<file path="src/sv/buffered_delta_switch_element_unit_assert.svh">
// ----------------------------------------------------------------------------
// Assertion macros for the buffered delta switch element
// Shared concurrent assertion forms, clocked on the rising edge, reset masked.
// ----------------------------------------------------------------------------
`ifndef BUFFERED_DELTA_SWITCH_ELEMENT_UNIT_ASSERT_SVH
`define BUFFERED_DELTA_SWITCH_ELEMENT_UNIT_ASSERT_SVH

// property must hold in the same cycle
`define BDSE_ASSERT_NOW(label, clk, rst, ante, cons, msg) \
   label: assert property (@(posedge clk) disable iff (rst) (ante) |-> (cons)) \
      else $error(msg);

// property must hold in the following cycle
`define BDSE_ASSERT_NEXT(label, clk, rst, ante, cons, msg) \
   label: assert property (@(posedge clk) disable iff (rst) (ante) |=> (cons)) \
      else $error(msg);

`endif

</file>
<file path="src/sv/bdse_pkg.sv">
// ----------------------------------------------------------------------------
// bdse_pkg
// Constants, types and the routing digit function of the switch element.
// ----------------------------------------------------------------------------
package bdse_pkg;

   localparam int IN_PORTS    = 2;
   localparam int OUT_PORTS   = 2;
   localparam int BUF_DEPTH   = 4;
   localparam int TAG_BITS    = 8;
   localparam int QUEUE_DEPTH = 2;

   localparam int IN_IDX_W  = $clog2(IN_PORTS);
   localparam int OUT_IDX_W = $clog2(OUT_PORTS);
   localparam int PTR_W     = (BUF_DEPTH > 1) ? $clog2(BUF_DEPTH) : 1;
   localparam int CNT_W     = $clog2(BUF_DEPTH + 1);
   localparam int QPTR_W    = (QUEUE_DEPTH > 1) ? $clog2(QUEUE_DEPTH) : 1;
   localparam int QCNT_W    = $clog2(QUEUE_DEPTH + 1);
   localparam int TOTAL_W   = 7;
   localparam bit OUT_POW2  = (OUT_PORTS & (OUT_PORTS - 1)) == 0;

   localparam logic [OUT_IDX_W-1:0] OUT_LAST = OUT_IDX_W'(OUT_PORTS - 1);

   typedef enum logic {
      CMD_ENQUEUE = 1'b0,
      CMD_TICK    = 1'b1
   } cmd_kind_type;

   typedef enum logic {
      BK_IDLE,
      BK_EMIT
   } bk_state_type;

   typedef struct packed {
      cmd_kind_type              kind;
      logic                      port_ok;
      logic [IN_IDX_W-1:0]       port;
      logic [TAG_BITS-1:0]       tag;
      logic [OUT_PORTS-1:0]      mask;
   } entry_type;

   typedef struct packed {
      logic empty;
      logic full;
   } q_status_type;

   // base-OUT_PORTS digit of tag at position pos
   function automatic logic [OUT_IDX_W-1:0] steer_digit(
      input logic [TAG_BITS-1:0] tag,
      input logic [2:0]          pos
   );
      logic [TAG_BITS-1:0] d;
      d = tag;
      for (int i = 0; i < 8; i++) begin
         if (3'(i) < pos) begin
            if (OUT_POW2) begin
               d = d >> OUT_IDX_W;
            end else begin
               d = TAG_BITS'(d / OUT_PORTS);
            end
         end
      end
      return OUT_IDX_W'(d % OUT_PORTS);
   endfunction

endpackage

</file>
<file path="src/sv/bdse_front.sv">
// ----------------------------------------------------------------------------
// bdse_front
// Accepts requests and decodes them into queue entries.
// ----------------------------------------------------------------------------
module bdse_front
   import bdse_pkg::*;
(
   input  logic         start,
   output logic         busy,
   input  logic         req_command,
   input  logic [2:0]   req_in_port,
   input  logic [7:0]   req_dest_tag,
   input  logic [7:0]   req_blocked_mask,
   input  q_status_type q_status,
   output logic         push,
   output entry_type    entry
);

   assign busy = q_status.full;
   assign push = start && !q_status.full;

   always_comb begin
      entry.kind    = req_command ? CMD_TICK : CMD_ENQUEUE;
      entry.port_ok = int'(req_in_port) < IN_PORTS;
      entry.port    = req_in_port[IN_IDX_W-1:0];
      entry.tag     = req_dest_tag[TAG_BITS-1:0];
      entry.mask    = req_blocked_mask[OUT_PORTS-1:0];
   end

endmodule

</file>
<file path="src/sv/bdse_queue.sv">
// ----------------------------------------------------------------------------
// bdse_queue
// Short request queue between the front and the back.
// ----------------------------------------------------------------------------
module bdse_queue
   import bdse_pkg::*;
(
   input  logic         clock,
   input  logic         reset,
   input  logic         push,
   input  entry_type    push_entry,
   input  logic         pop,
   output entry_type    head_entry,
   output q_status_type q_status
);

   entry_type           entries_ff [QUEUE_DEPTH];
   logic [QPTR_W-1:0]   wr_ff, wr_in;
   logic [QPTR_W-1:0]   rd_ff, rd_in;
   logic [QCNT_W-1:0]   count_ff, count_in;

   assign q_status.empty = count_ff == '0;
   assign q_status.full  = count_ff == QCNT_W'(QUEUE_DEPTH);
   assign head_entry     = entries_ff[rd_ff];

   always_comb begin
      wr_in    = wr_ff;
      rd_in    = rd_ff;
      count_in = count_ff;
      if (push) begin
         wr_in = (wr_ff == QPTR_W'(QUEUE_DEPTH - 1)) ? '0 : wr_ff + 1'b1;
      end
      if (pop) begin
         rd_in = (rd_ff == QPTR_W'(QUEUE_DEPTH - 1)) ? '0 : rd_ff + 1'b1;
      end
      if (push && !pop) begin
         count_in = count_ff + 1'b1;
      end else if (pop && !push) begin
         count_in = count_ff - 1'b1;
      end
   end

   always_ff @(posedge clock) begin
      if (reset) begin
         wr_ff    <= '0;
         rd_ff    <= '0;
         count_ff <= '0;
      end else begin
         wr_ff    <= wr_in;
         rd_ff    <= rd_in;
         count_ff <= count_in;
      end
   end

   always_ff @(posedge clock) begin
      if (push) begin
         entries_ff[wr_ff] <= push_entry;
      end
   end

endmodule

</file>
<file path="src/sv/bdse_back.sv">
// ----------------------------------------------------------------------------
// bdse_back
// Input FIFOs, output arbitration and result sequencing.
// ----------------------------------------------------------------------------
`include "buffered_delta_switch_element_unit_assert.svh"

module bdse_back
   import bdse_pkg::*;
(
   input  logic         clock,
   input  logic         reset,
   input  logic         csr_write_enable,
   input  logic [2:0]   csr_write_data,
   input  q_status_type q_status,
   input  entry_type    entry,
   output logic         pop,
   output logic         rsp_valid,
   output logic [2:0]   rsp_out_port,
   output logic         rsp_packet_valid,
   output logic [7:0]   rsp_packet_dest,
   output logic [2:0]   rsp_source_port,
   output logic [6:0]   rsp_waiting_total,
   output logic         rsp_enqueue_accepted,
   output logic         rsp_last
);

   bk_state_type          state_ff, state_in;
   logic [2:0]            digit_pos_ff;
   logic [TAG_BITS-1:0]   store_ff [IN_PORTS][BUF_DEPTH];
   logic [PTR_W-1:0]      rd_ff   [IN_PORTS];
   logic [PTR_W-1:0]      rd_in   [IN_PORTS];
   logic [PTR_W-1:0]      wr_ff   [IN_PORTS];
   logic [PTR_W-1:0]      wr_in   [IN_PORTS];
   logic [CNT_W-1:0]      fill_ff [IN_PORTS];
   logic [CNT_W-1:0]      fill_in [IN_PORTS];
   logic [OUT_IDX_W-1:0]  emit_idx_ff, emit_idx_in;

   logic                  res_v_ff    [OUT_PORTS];
   logic [TAG_BITS-1:0]   res_dest_ff [OUT_PORTS];
   logic [IN_IDX_W-1:0]   res_src_ff  [OUT_PORTS];
   logic [TOTAL_W-1:0]    total_ff;

   logic                  rsp_valid_ff, rsp_valid_in;
   logic [2:0]            rsp_out_port_ff, rsp_out_port_in;
   logic                  rsp_pkt_v_ff, rsp_pkt_v_in;
   logic [7:0]            rsp_dest_ff, rsp_dest_in;
   logic [2:0]            rsp_src_ff, rsp_src_in;
   logic [6:0]            rsp_total_ff, rsp_total_in;
   logic                  rsp_acc_ff, rsp_acc_in;
   logic                  rsp_last_ff, rsp_last_in;

   logic                  deq, do_enq, do_tick, emitting, enq_ok;
   logic [TAG_BITS-1:0]   head     [IN_PORTS];
   logic                  req_v    [IN_PORTS];
   logic [OUT_IDX_W-1:0]  digit    [IN_PORTS];
   logic                  pop_port [IN_PORTS];
   logic                  gnt_v    [OUT_PORTS];
   logic [IN_IDX_W-1:0]   gnt_src  [OUT_PORTS];
   logic [TAG_BITS-1:0]   gnt_dest [OUT_PORTS];
   logic [TOTAL_W-1:0]    total;

   // next state
   always_comb begin
      state_in = state_ff;
      case (state_ff)
         BK_IDLE: begin
            if (!q_status.empty && entry.kind == CMD_TICK) begin
               state_in = BK_EMIT;
            end
         end
         BK_EMIT: begin
            if (emit_idx_ff == OUT_LAST) begin
               state_in = BK_IDLE;
            end
         end
         default: state_in = BK_IDLE;
      endcase
   end

   // control outputs
   always_comb begin
      deq      = 1'b0;
      emitting = 1'b0;
      case (state_ff)
         BK_IDLE: deq      = !q_status.empty;
         BK_EMIT: emitting = 1'b1;
         default: ;
      endcase
   end

   assign pop     = deq;
   assign do_enq  = deq && entry.kind == CMD_ENQUEUE;
   assign do_tick = deq && entry.kind == CMD_TICK;
   assign enq_ok  = do_enq && entry.port_ok && fill_ff[entry.port] < CNT_W'(BUF_DEPTH);

   // request and grant
   always_comb begin
      total = '0;
      for (int i = 0; i < IN_PORTS; i++) begin
         head[i]  = store_ff[i][rd_ff[i]];
         req_v[i] = fill_ff[i] != '0;
         digit[i] = steer_digit(head[i], digit_pos_ff);
         total    = total + TOTAL_W'(fill_ff[i]);
      end
      for (int o = 0; o < OUT_PORTS; o++) begin
         gnt_v[o]   = 1'b0;
         gnt_src[o] = '0;
         for (int i = IN_PORTS - 1; i >= 0; i--) begin
            if (req_v[i] && digit[i] == OUT_IDX_W'(o) && !entry.mask[o]) begin
               gnt_v[o]   = 1'b1;
               gnt_src[o] = IN_IDX_W'(i);
            end
         end
         gnt_dest[o] = gnt_v[o] ? head[gnt_src[o]] : '0;
      end
      for (int i = 0; i < IN_PORTS; i++) begin
         pop_port[i] = 1'b0;
         for (int o = 0; o < OUT_PORTS; o++) begin
            if (gnt_v[o] && gnt_src[o] == IN_IDX_W'(i)) begin
               pop_port[i] = 1'b1;
            end
         end
      end
   end

   // FIFO pointers and fill counts
   always_comb begin
      for (int i = 0; i < IN_PORTS; i++) begin
         rd_in[i]   = rd_ff[i];
         wr_in[i]   = wr_ff[i];
         fill_in[i] = fill_ff[i];
         if (enq_ok && entry.port == IN_IDX_W'(i)) begin
            wr_in[i]   = (wr_ff[i] == PTR_W'(BUF_DEPTH - 1)) ? '0 : wr_ff[i] + 1'b1;
            fill_in[i] = fill_ff[i] + 1'b1;
         end
         if (do_tick && pop_port[i]) begin
            rd_in[i]   = (rd_ff[i] == PTR_W'(BUF_DEPTH - 1)) ? '0 : rd_ff[i] + 1'b1;
            fill_in[i] = fill_ff[i] - 1'b1;
         end
      end
   end

   always_comb begin
      emit_idx_in = emit_idx_ff;
      if (do_tick) begin
         emit_idx_in = '0;
      end else if (emitting) begin
         emit_idx_in = emit_idx_ff + 1'b1;
      end
   end

   // response payload
   always_comb begin
      rsp_valid_in    = do_enq || emitting;
      rsp_out_port_in = '0;
      rsp_pkt_v_in    = 1'b0;
      rsp_dest_in     = '0;
      rsp_src_in      = '0;
      rsp_total_in    = '0;
      rsp_acc_in      = 1'b0;
      rsp_last_in     = 1'b0;
      if (do_enq) begin
         rsp_acc_in  = enq_ok;
         rsp_last_in = 1'b1;
      end
      if (emitting) begin
         rsp_out_port_in = 3'(emit_idx_ff);
         rsp_pkt_v_in    = res_v_ff[emit_idx_ff];
         rsp_dest_in     = 8'(res_dest_ff[emit_idx_ff]);
         rsp_src_in      = 3'(res_src_ff[emit_idx_ff]);
         rsp_total_in    = total_ff;
         rsp_last_in     = emit_idx_ff == OUT_LAST;
      end
   end

   always_ff @(posedge clock) begin
      if (reset) begin
         state_ff     <= BK_IDLE;
         digit_pos_ff <= '0;
         emit_idx_ff  <= '0;
         rsp_valid_ff <= 1'b0;
         for (int i = 0; i < IN_PORTS; i++) begin
            rd_ff[i]   <= '0;
            wr_ff[i]   <= '0;
            fill_ff[i] <= '0;
         end
      end else begin
         state_ff     <= state_in;
         emit_idx_ff  <= emit_idx_in;
         rsp_valid_ff <= rsp_valid_in;
         if (csr_write_enable) begin
            digit_pos_ff <= csr_write_data;
         end
         for (int i = 0; i < IN_PORTS; i++) begin
            rd_ff[i]   <= rd_in[i];
            wr_ff[i]   <= wr_in[i];
            fill_ff[i] <= fill_in[i];
         end
      end
   end

   always_ff @(posedge clock) begin
      if (enq_ok) begin
         store_ff[entry.port][wr_ff[entry.port]] <= entry.tag;
      end
      if (do_tick) begin
         total_ff <= total;
         for (int o = 0; o < OUT_PORTS; o++) begin
            res_v_ff[o]    <= gnt_v[o];
            res_dest_ff[o] <= gnt_dest[o];
            res_src_ff[o]  <= gnt_src[o];
         end
      end
      rsp_out_port_ff <= rsp_out_port_in;
      rsp_pkt_v_ff    <= rsp_pkt_v_in;
      rsp_dest_ff     <= rsp_dest_in;
      rsp_src_ff      <= rsp_src_in;
      rsp_total_ff    <= rsp_total_in;
      rsp_acc_ff      <= rsp_acc_in;
      rsp_last_ff     <= rsp_last_in;
   end

   assign rsp_valid            = rsp_valid_ff;
   assign rsp_out_port         = rsp_out_port_ff;
   assign rsp_packet_valid     = rsp_pkt_v_ff;
   assign rsp_packet_dest      = rsp_dest_ff;
   assign rsp_source_port      = rsp_src_ff;
   assign rsp_waiting_total    = rsp_total_ff;
   assign rsp_enqueue_accepted = rsp_acc_ff;
   assign rsp_last             = rsp_last_ff;

   for (genvar g = 0; g < IN_PORTS; g++) begin : g_fill_chk
      `BDSE_ASSERT_NOW(a_fill_bound, clock, reset, 1'b1, fill_ff[g] <= CNT_W'(BUF_DEPTH), "fill count above depth")
      `BDSE_ASSERT_NEXT(a_fill_hold, clock, reset, state_ff == BK_EMIT, $stable(fill_ff[g]), "FIFO changed while emitting")
   end

   `BDSE_ASSERT_NEXT(a_emit_strobe, clock, reset, state_ff == BK_EMIT, rsp_valid_ff, "missing tick response")
   `BDSE_ASSERT_NEXT(a_emit_last, clock, reset, state_ff == BK_EMIT && emit_idx_ff == OUT_LAST, rsp_last_ff && rsp_valid_ff, "tick not closed by last")

endmodule

</file>
<file path="src/sv/buffered_delta_switch_element_unit.sv">
// ----------------------------------------------------------------------------
// buffered_delta_switch_element_unit
// One switching element of a multibuffered delta network with per-input FIFOs.
// ----------------------------------------------------------------------------
//  channel   ports                        handshake
//  request   req_*                        start & !busy
//  response  rsp_*                        rsp_valid, one cycle, no stall
//  csr       csr_write_enable/_write_data write on enable
//
//  Enqueue: response the cycle after the back end pops the entry from the queue.
//  Tick: grants are registered, then one response per output is emitted in turn.
//  A two-entry request queue decouples decode from execution; busy = queue full.
//  Synchronous reset empties FIFOs and the queue, digit position 0.
//  Responses cannot be held off by the receiver.
// ----------------------------------------------------------------------------
module buffered_delta_switch_element_unit
   import bdse_pkg::*;
(
   input  logic       clock,
   input  logic       reset,
   input  logic       start,
   output logic       busy,
   input  logic       req_command,
   input  logic [2:0] req_in_port,
   input  logic [7:0] req_dest_tag,
   input  logic [7:0] req_blocked_mask,
   input  logic       csr_write_enable,
   input  logic [2:0] csr_write_data,
   output logic       rsp_valid,
   output logic [2:0] rsp_out_port,
   output logic       rsp_packet_valid,
   output logic [7:0] rsp_packet_dest,
   output logic [2:0] rsp_source_port,
   output logic [6:0] rsp_waiting_total,
   output logic       rsp_enqueue_accepted,
   output logic       rsp_last
);

   q_status_type q_status;
   logic         push;
   logic         pop;
   entry_type    push_entry;
   entry_type    head_entry;

   bdse_front u_front (
      .start            (start),
      .busy             (busy),
      .req_command      (req_command),
      .req_in_port      (req_in_port),
      .req_dest_tag     (req_dest_tag),
      .req_blocked_mask (req_blocked_mask),
      .q_status         (q_status),
      .push             (push),
      .entry            (push_entry)
   );

   bdse_queue u_queue (
      .clock      (clock),
      .reset      (reset),
      .push       (push),
      .push_entry (push_entry),
      .pop        (pop),
      .head_entry (head_entry),
      .q_status   (q_status)
   );

   bdse_back u_back (
      .clock                (clock),
      .reset                (reset),
      .csr_write_enable     (csr_write_enable),
      .csr_write_data       (csr_write_data),
      .q_status             (q_status),
      .entry                (head_entry),
      .pop                  (pop),
      .rsp_valid            (rsp_valid),
      .rsp_out_port         (rsp_out_port),
      .rsp_packet_valid     (rsp_packet_valid),
      .rsp_packet_dest      (rsp_packet_dest),
      .rsp_source_port      (rsp_source_port),
      .rsp_waiting_total    (rsp_waiting_total),
      .rsp_enqueue_accepted (rsp_enqueue_accepted),
      .rsp_last             (rsp_last)
   );

endmodule
</file>
<file path="config.mk">
export PLATFORM = sky130hd
export DESIGN_NAME = buffered_delta_switch_element_unit
export DESIGN_NICKNAME = d
export VERILOG_FILES = /design/src/sv/bdse_pkg.sv /design/src/sv/bdse_front.sv /design/src/sv/bdse_queue.sv /design/src/sv/bdse_back.sv /design/src/sv/buffered_delta_switch_element_unit.sv
export VERILOG_INCLUDE_DIRS = /design/src /design/src/sv
export SDC_FILE = /design/constraint.sdc
export NUM_CORES = 1
export LEC_CHECK = 0
export BUFFER_PORTS_ARGS = -buffer_cell sky130_fd_sc_hd__buf_2
export CAP_MARGIN = 15
export CORE_MARGIN = 4
export CORE_UTILIZATION = 40
export CTS_CLUSTER_SIZE = 14
export DETAILED_ROUTE_END_ITERATION = 16
export SYNTH_ARGS = -nofsm -noshare
export SYNTH_HDL_FRONTEND = slang
export SYNTH_SLANG_ARGS = --single-unit
</file>
<file path="constraint.sdc">
create_clock -name clock -period 3.26 [get_ports clock]
set_clock_uncertainty 0.15 [all_clocks]
set_input_delay 0.163 -clock clock [delete_from_list [all_inputs] [get_ports clock]]
set_output_delay 0.163 -clock clock [all_outputs]
set_load 0.02 [all_outputs]
</file>
# [Word level (Yosys, flattened, before mapping)]
# Memories as Yosys holds them, arrays and structs flattened. A register that Yosys moved wholly into a read port is not among the register bits.
# Index checks and enable logic that the tools add are counted.
[word_totals] out_inout_bits=26 ram_bits=124 memories=8 ff_bits=31 inputBits=27 elab_cells=198
[op_classes] eq_ne=5 add_sub_neg=14 bitwise_logic=18 reduce_logical=40 n_mux=83 order_cmp=16
[memory_table] memory="u_back.store_ff" depth=2 word_bits=32 rd=2 rd_clocked_by_memory_dff=0 wr=1 line_no="bdse_back.sv:29" source="logic [TAG_BITS-1:0] store_ff [IN_PORTS][BUF_DEPTH];"
[memory_table] memory="u_queue.entries_ff" depth=2 word_bits=13 rd=1 rd_clocked_by_memory_dff=1 wr=1 line_no="bdse_queue.sv:17" source="entry_type entries_ff [QUEUE_DEPTH];"
[memory_table] memory="u_back.res_dest_ff" depth=2 word_bits=8 rd=1 rd_clocked_by_memory_dff=1 wr=2 line_no="bdse_back.sv:39" source="logic [TAG_BITS-1:0] res_dest_ff [OUT_PORTS];"
[memory_table] memory="u_back.fill_ff" depth=2 word_bits=3 rd=3 rd_clocked_by_memory_dff=0 wr=2 line_no="bdse_back.sv:34" source="logic [CNT_W-1:0] fill_ff [IN_PORTS];"
[memory_table] memory="u_back.rd_ff" depth=2 word_bits=2 rd=2 rd_clocked_by_memory_dff=0 wr=2 line_no="bdse_back.sv:30" source="logic [PTR_W-1:0] rd_ff [IN_PORTS];"
[memory_table] memory="u_back.wr_ff" depth=2 word_bits=2 rd=3 rd_clocked_by_memory_dff=0 wr=2 line_no="bdse_back.sv:32" source="logic [PTR_W-1:0] wr_ff [IN_PORTS];"
[memory_table] memory="2 more memories"
[ops] op="$mux 8" n=15
[ops] op="$bmux 8 s2" n=2
[ops] op="$mux 2" n=16
[ops] op="$mux 32" n=1
[ops] op="$mux 1" n=31
[ops] op="$logic_and 1x1->1" n=25
[ops] op="$mux 3" n=8
[ops] op="$demux 8 s2" n=1
[ops] op="$mux 7" n=2
[ops] op="$lt 3x3->1 const A" n=4
[ops] op="$mux 6" n=2
[ops] op="$add 2x1->2 const B" n=5
[ops] op="$eq 2x2->1 const B" n=5
[ops] op="$mux 5" n=2
[ops] op="$ge 3x3->1 const B" n=3
[ops] op="$logic_not 1->1" n=9
[ops] op="$not 2->3" n=3
[ops] op="$mux 4" n=2
[ops] op="$not 1->1" n=7
[ops] op="$add 3x1->3 const B" n=2
[ops] op="$lt 1x3->1 const A" n=2
[ops] op="$lt 2x3->1 const A" n=2
[ops] op="$or 1x1->1" n=6
[ops] op="$reduce_bool 3->1" n=2
[ops] op="14 further kinds" n=19

# [Depth between registers and ports, before layout]
# An unclocked memory read counts as a cell.
[logic_depth] depth_word=25 ltp_mapped=13 mapped_depth_nobuf=11

# [By module]
# Synthesis repeated with hierarchy kept, for this count alone.
[unflattened] cells_unflattened=430 hier_area_um2=6502.5
[by_module_without_submodules] mod="bdse_back" cells_per_inst=353 seq_area_each_um2=3383.2 instances=1 area_per_inst_um2=5247.5
[by_module_without_submodules] mod="bdse_queue" cells_per_inst=62 seq_area_each_um2=880.8 instances=1 area_per_inst_um2=1139.8
[by_module_without_submodules] mod="bdse_front" cells_per_inst=15 seq_area_each_um2=0.0 instances=1 area_per_inst_um2=115.1

# [Worst setup path after synthesis]
# OpenSTA, ideal clock, no wires.
[synth_path] kind="register -> register" start="mem u_back.rd_ff[0][2] in the netlist's numbering" end="mem u_back.fill_ff[1][1] in the netlist's numbering" stages_incl_launch_ff=13 required_ns=2.983 period_less_slack_ns=3.339 setup_time_ns=0.127 t_arrival_ns=3.062 path_buffers=1 setup_slack_ns=-0.079 cell_sequence="dfxtp_1 > buf_6 > mux4_2 > nand2b_4 > a22o_1 > nor4_4 > nand2_1 > clkinv_2 > o21ai_2 > fa_1 > or3_1 > o41ai_1 > or3_1"
[synth_lines] item="start, declared" line_no="bdse_back.sv:30"
[synth_lines] item="end, declared" line_no="bdse_back.sv:34"

==> key figures <==
Status
  – Status: finished, final reports clean

STA
  – Pins over their slew limit: 0
  – Clock period minus worst slack: 3.209 ns
  – Hold Vio Cnt, Final: 0
  – Final Cycle Share: 98.43%
  – Worst-margin pin slew: 0.6598 ns
  – Setup_tns: 0 ns
  – Slew HR: 55.95%
  – Setup violators final: 0
  – Max Freq: 311.7 MHz
  – RSZ-0062 raised after global routing: true
  – Final setup margin: 0.05134 ns

Die
  – Die Y: 136.6 µm
  – Die X: 136.6 µm
  – IO Pins: 53
  – Initial core utilization: 41.18%
  – Die area: 18650 µm²
  – Area of the core: 16060 µm²
  – Row count: 46

CTS
  – Clk root buf: clkbuf_16
  – Clk pin slew, worst setup/hold paths: 0.06 ns
  – H-tree depth: 4
  – CTS tree: yes
  – Clock net sink count: 156
  – TritonCTS buffer count: 17
  – Skew-Pair Late Insertion Delay: 0.42 ns
  – Longest Clk Path Bufs: 2

Critical path
  – R2R Path Start: u_back.rd_ff[0][2]
  – Capture point of the critical path: u_back.fill_ff[1][1]
  – Setup slack, reg-to-reg: 0.05 ns
  – CP startpoint: u_back.rd_ff[0][2]
  – Worst Path Max Fanout: 4
  – R2r endpoint: u_back.fill_ff[1][1]
  – Worst path required time: 3.41 ns
  – WP data arrival: 3.36 ns
  – Worst setup SP type: flip-flop
  – Crit end category: flip-flop
  – Setup Crit Path Kind: flip-flop to flip-flop
  – R2R depth: 11

Synth
  – Asr flop ratio synth: 0%
  – Post-synth EDFFs: 114
  – Leading area contributor after synthesis: edfxtp_1
  – Ys Warns: 0
  – Synth Register Bits: 156
  – Top_reg_cell synth: edfxtp_1
  – Register area share after synthesis: 64.48%
  – Share of Yosys cell area claimed by the top area cell type: 51.77%
  – Post-Syn Area: 6613 µm²
  – Post-Synthesis Mean Instance Area: 14.57 µm²
  – Unique masters post-synth: 65
  – Dominant cells by area after synthesis: edfxtp_1 52%, dfxtp_1 13%, mux2i_1 5.0%
  – Post-Syn Instances: 454

Layout
  – Register area: 4275 µm²
  – Final Util: 50.36%
  – Multi-input gate area: 2205 µm²
  – Share of post-route cells with drive strength above 1: 29.91%
  – Diodes inserted: 0
  – Final net count: 590
  – Area Growth Syn to Fin: 22.29%
  – Fill count: 1363

Routing
  – Iteration-0 DRC Markers: 183
  – Vias: 3866
  – Residual DRC: 0
  – Total wire length: 12770 µm
  – Via density: 4.950
  – Per-cell routed wire length: 16.35 µm
  – Number of routed nets with antenna violations: 0
  – Drt first pass iters: 4

Place
  – I/O Buffers: 39
  – Final GP Congestion: 0.8332
  – HPWL after detailed placement: 9361 µm
  – Pre-CTS WS: -0.003851 ns

Global routing
  – Gr usage total: 14.92%
  – GR Overflow Total: 0
  – First-pass GRT wire length: 20780 µm
  – Pin count of the biggest net entering global routing: 33
  – Vias in the first global route: 3996
  – Initial antenna violation count: 0

Power
  – LEAKAGE: 2.978 nW
  – Power per cell area: 720.3 nW/µm²
  – Peak supply drop: 0.0004200 V

Worst hold path
  – Min-Delay Path Class: input port to flip-flop

Job
  – Max cap viols: 0
## Yosys cell counts, types with 6 or more instances
cell and n:
a22o_1 9, edfxtp_1 114, mux2_2 20, or3_1 6, nand2b_1 8, mux2i_1 33, clkbuf_1 10, o21ai_0 9
a21oi_1 7, buf_4 9, nor2_1 29, ha_1 8, inv_1 12, dfxtp_1 42, or2_2 7, nor2b_1 14
nand2_1 18, mux4_2 11, nor3_1 6
## cells by family after synthesis
group	count (synthesis)	share of synthesized area, %
xor gates and xnor gates	6	0.7947
DFF	156	64.48
adders and majority gates	11	2.422
AOI/OAI and AO/OA	58	6.774
other	1	0.05671
and+or+nand+nor	117	9.839
buffers and inverters	39	3.027
muxes	66	12.60
## placed cells by master, fill, tap and decap left out, types with 3 or more instances in the layout
cell,Yosys,routed
buf_4,9,37
clkinv_4,0,3
nand3_1,3,3
mux4_2,11,11
nor2b_1,14,14
and2_1,5,5
clkinvlp_4,0,5
nor3b_1,4,4
fa_1,3,3
clkbuf_16,0,17
nand2_1,18,17
xor2_1,4,4
buf_2,3,39
dfxtp_2,0,3
nand3b_1,3,3
conb_1,1,7
and3_1,4,4
nor3_1,6,6
nand2b_1,8,7
ha_1,8,8
or2_2,7,7
dlygate4sd3_1,0,21
edfxtp_1,114,114
o21ai_0,9,9
o22ai_1,5,5
dfxtp_1,42,37
mux2i_1,33,31
a22o_1,9,8
mux2_2,20,20
or3_1,6,6
inv_1,12,12
a21oi_1,7,7
nor2_1,29,29
## power breakdown
| part | internal (mW) | leakage, nW | switching [mW] | total, mW |
|---|---|---|---|---|
| sequential | 2.54 | 1.39 | 0.136 | 2.68 |
| clock | 1.13 | 0.266 | 0.768 | 1.89 |
| combinational | 0.532 | 1.32 | 0.722 | 1.25 |
## final cells by class
cell class	instances	area share, %
timing repair buffer	98	8.696
multi-input combinational	265	27.26
clock inverter	14	1.810
sequential	156	52.87
tap	216	3.342
inverter	14	0.7117
clock buffer	18	5.307
## worst max-delay path, cell delays in order, from the launching register on
cell      delay [ns]
dfxtp_4         0.40
mux4_2          0.54
nand2b_4        0.16
a22o_4          0.25
nor4_4          0.32
nand2_2         0.13
clkinv_4        0.07
o21ai_4         0.06
fa_1            0.53
or3_1           0.11
o41ai_1         0.06
or3_1           0.32
## flip-flops by register name (all words and copies together), names as in the netlist, 2 cells and up, named ones only
name / cells
u_back.fill_ff: 6
u_back.wr_ff: 4
u_back.store_ff: 64
u_back.rsp_packet_dest: 8
u_queue.count_ff: 2
u_back.total_ff: 4
u_back.rd_ff: 4
u_back.res_v_ff: 2
u_back.res_dest_ff: 16
u_queue.entries_ff: 26
u_back.digit_pos_ff: 3
u_back.rsp_waiting_total: 4
u_back.res_src_ff: 2
## per-layer routing
metal | track usage (%) | vias to the layer above | share of wire (%)
li1 | - | 1885 | -
met1 | 18.42 | 1898 | 44
met2 | 24.86 | 69 | 49
met3 | 4.081 | 14 | 4.6
met4 | 5.991 | 0 | 2.1
met5 | 0 | - | 0
## worst min-delay path by stage
stage	end	cells after the start	from
2_1_floorplan	u_queue.entries_ff[0][0]	0	req_blocked_mask[0]
3_3_place_gp	u_queue.entries_ff[0][7]	1	req_dest_tag[5]
3_5_place_dp	u_queue.entries_ff[1][6]	1	req_dest_tag[4]
4_1_cts	u_queue.rd_ff	2	reset
5_1_grt	u_back.digit_pos_ff[1]	2	reset
6_report	u_back.rsp_valid	2	reset
## per-stage QoR
step / hold WS, ns / instance area [µm²] / cells / power, mW
3_5_place_dp: 0.2047 / 7252 / 726 / 3.958
3_3_place_gp: 0.1999 / 7252 / 726 / 3.906
5_1_grt: 0.1053 / 8087 / 781 / 6.137
2_1_floorplan: 0.1119 / 6650 / 460 / 3.536
4_1_cts: 0.09632 / 8039 / 779 / 5.886
6_report: 0.1052 / 8087 / 781 / 5.824
## what timing repair did
action                                  in CTS  in global routing
buffers inserted                             0                  2
hold endpoints to repair                    30                  0
gates resized for setup                      1                  9
endpoints found under the setup margin       2                  2
pin swaps                                    0                  2
hold buffers                                21                  0
Note: power is estimated with default switching activity, not from simulation.
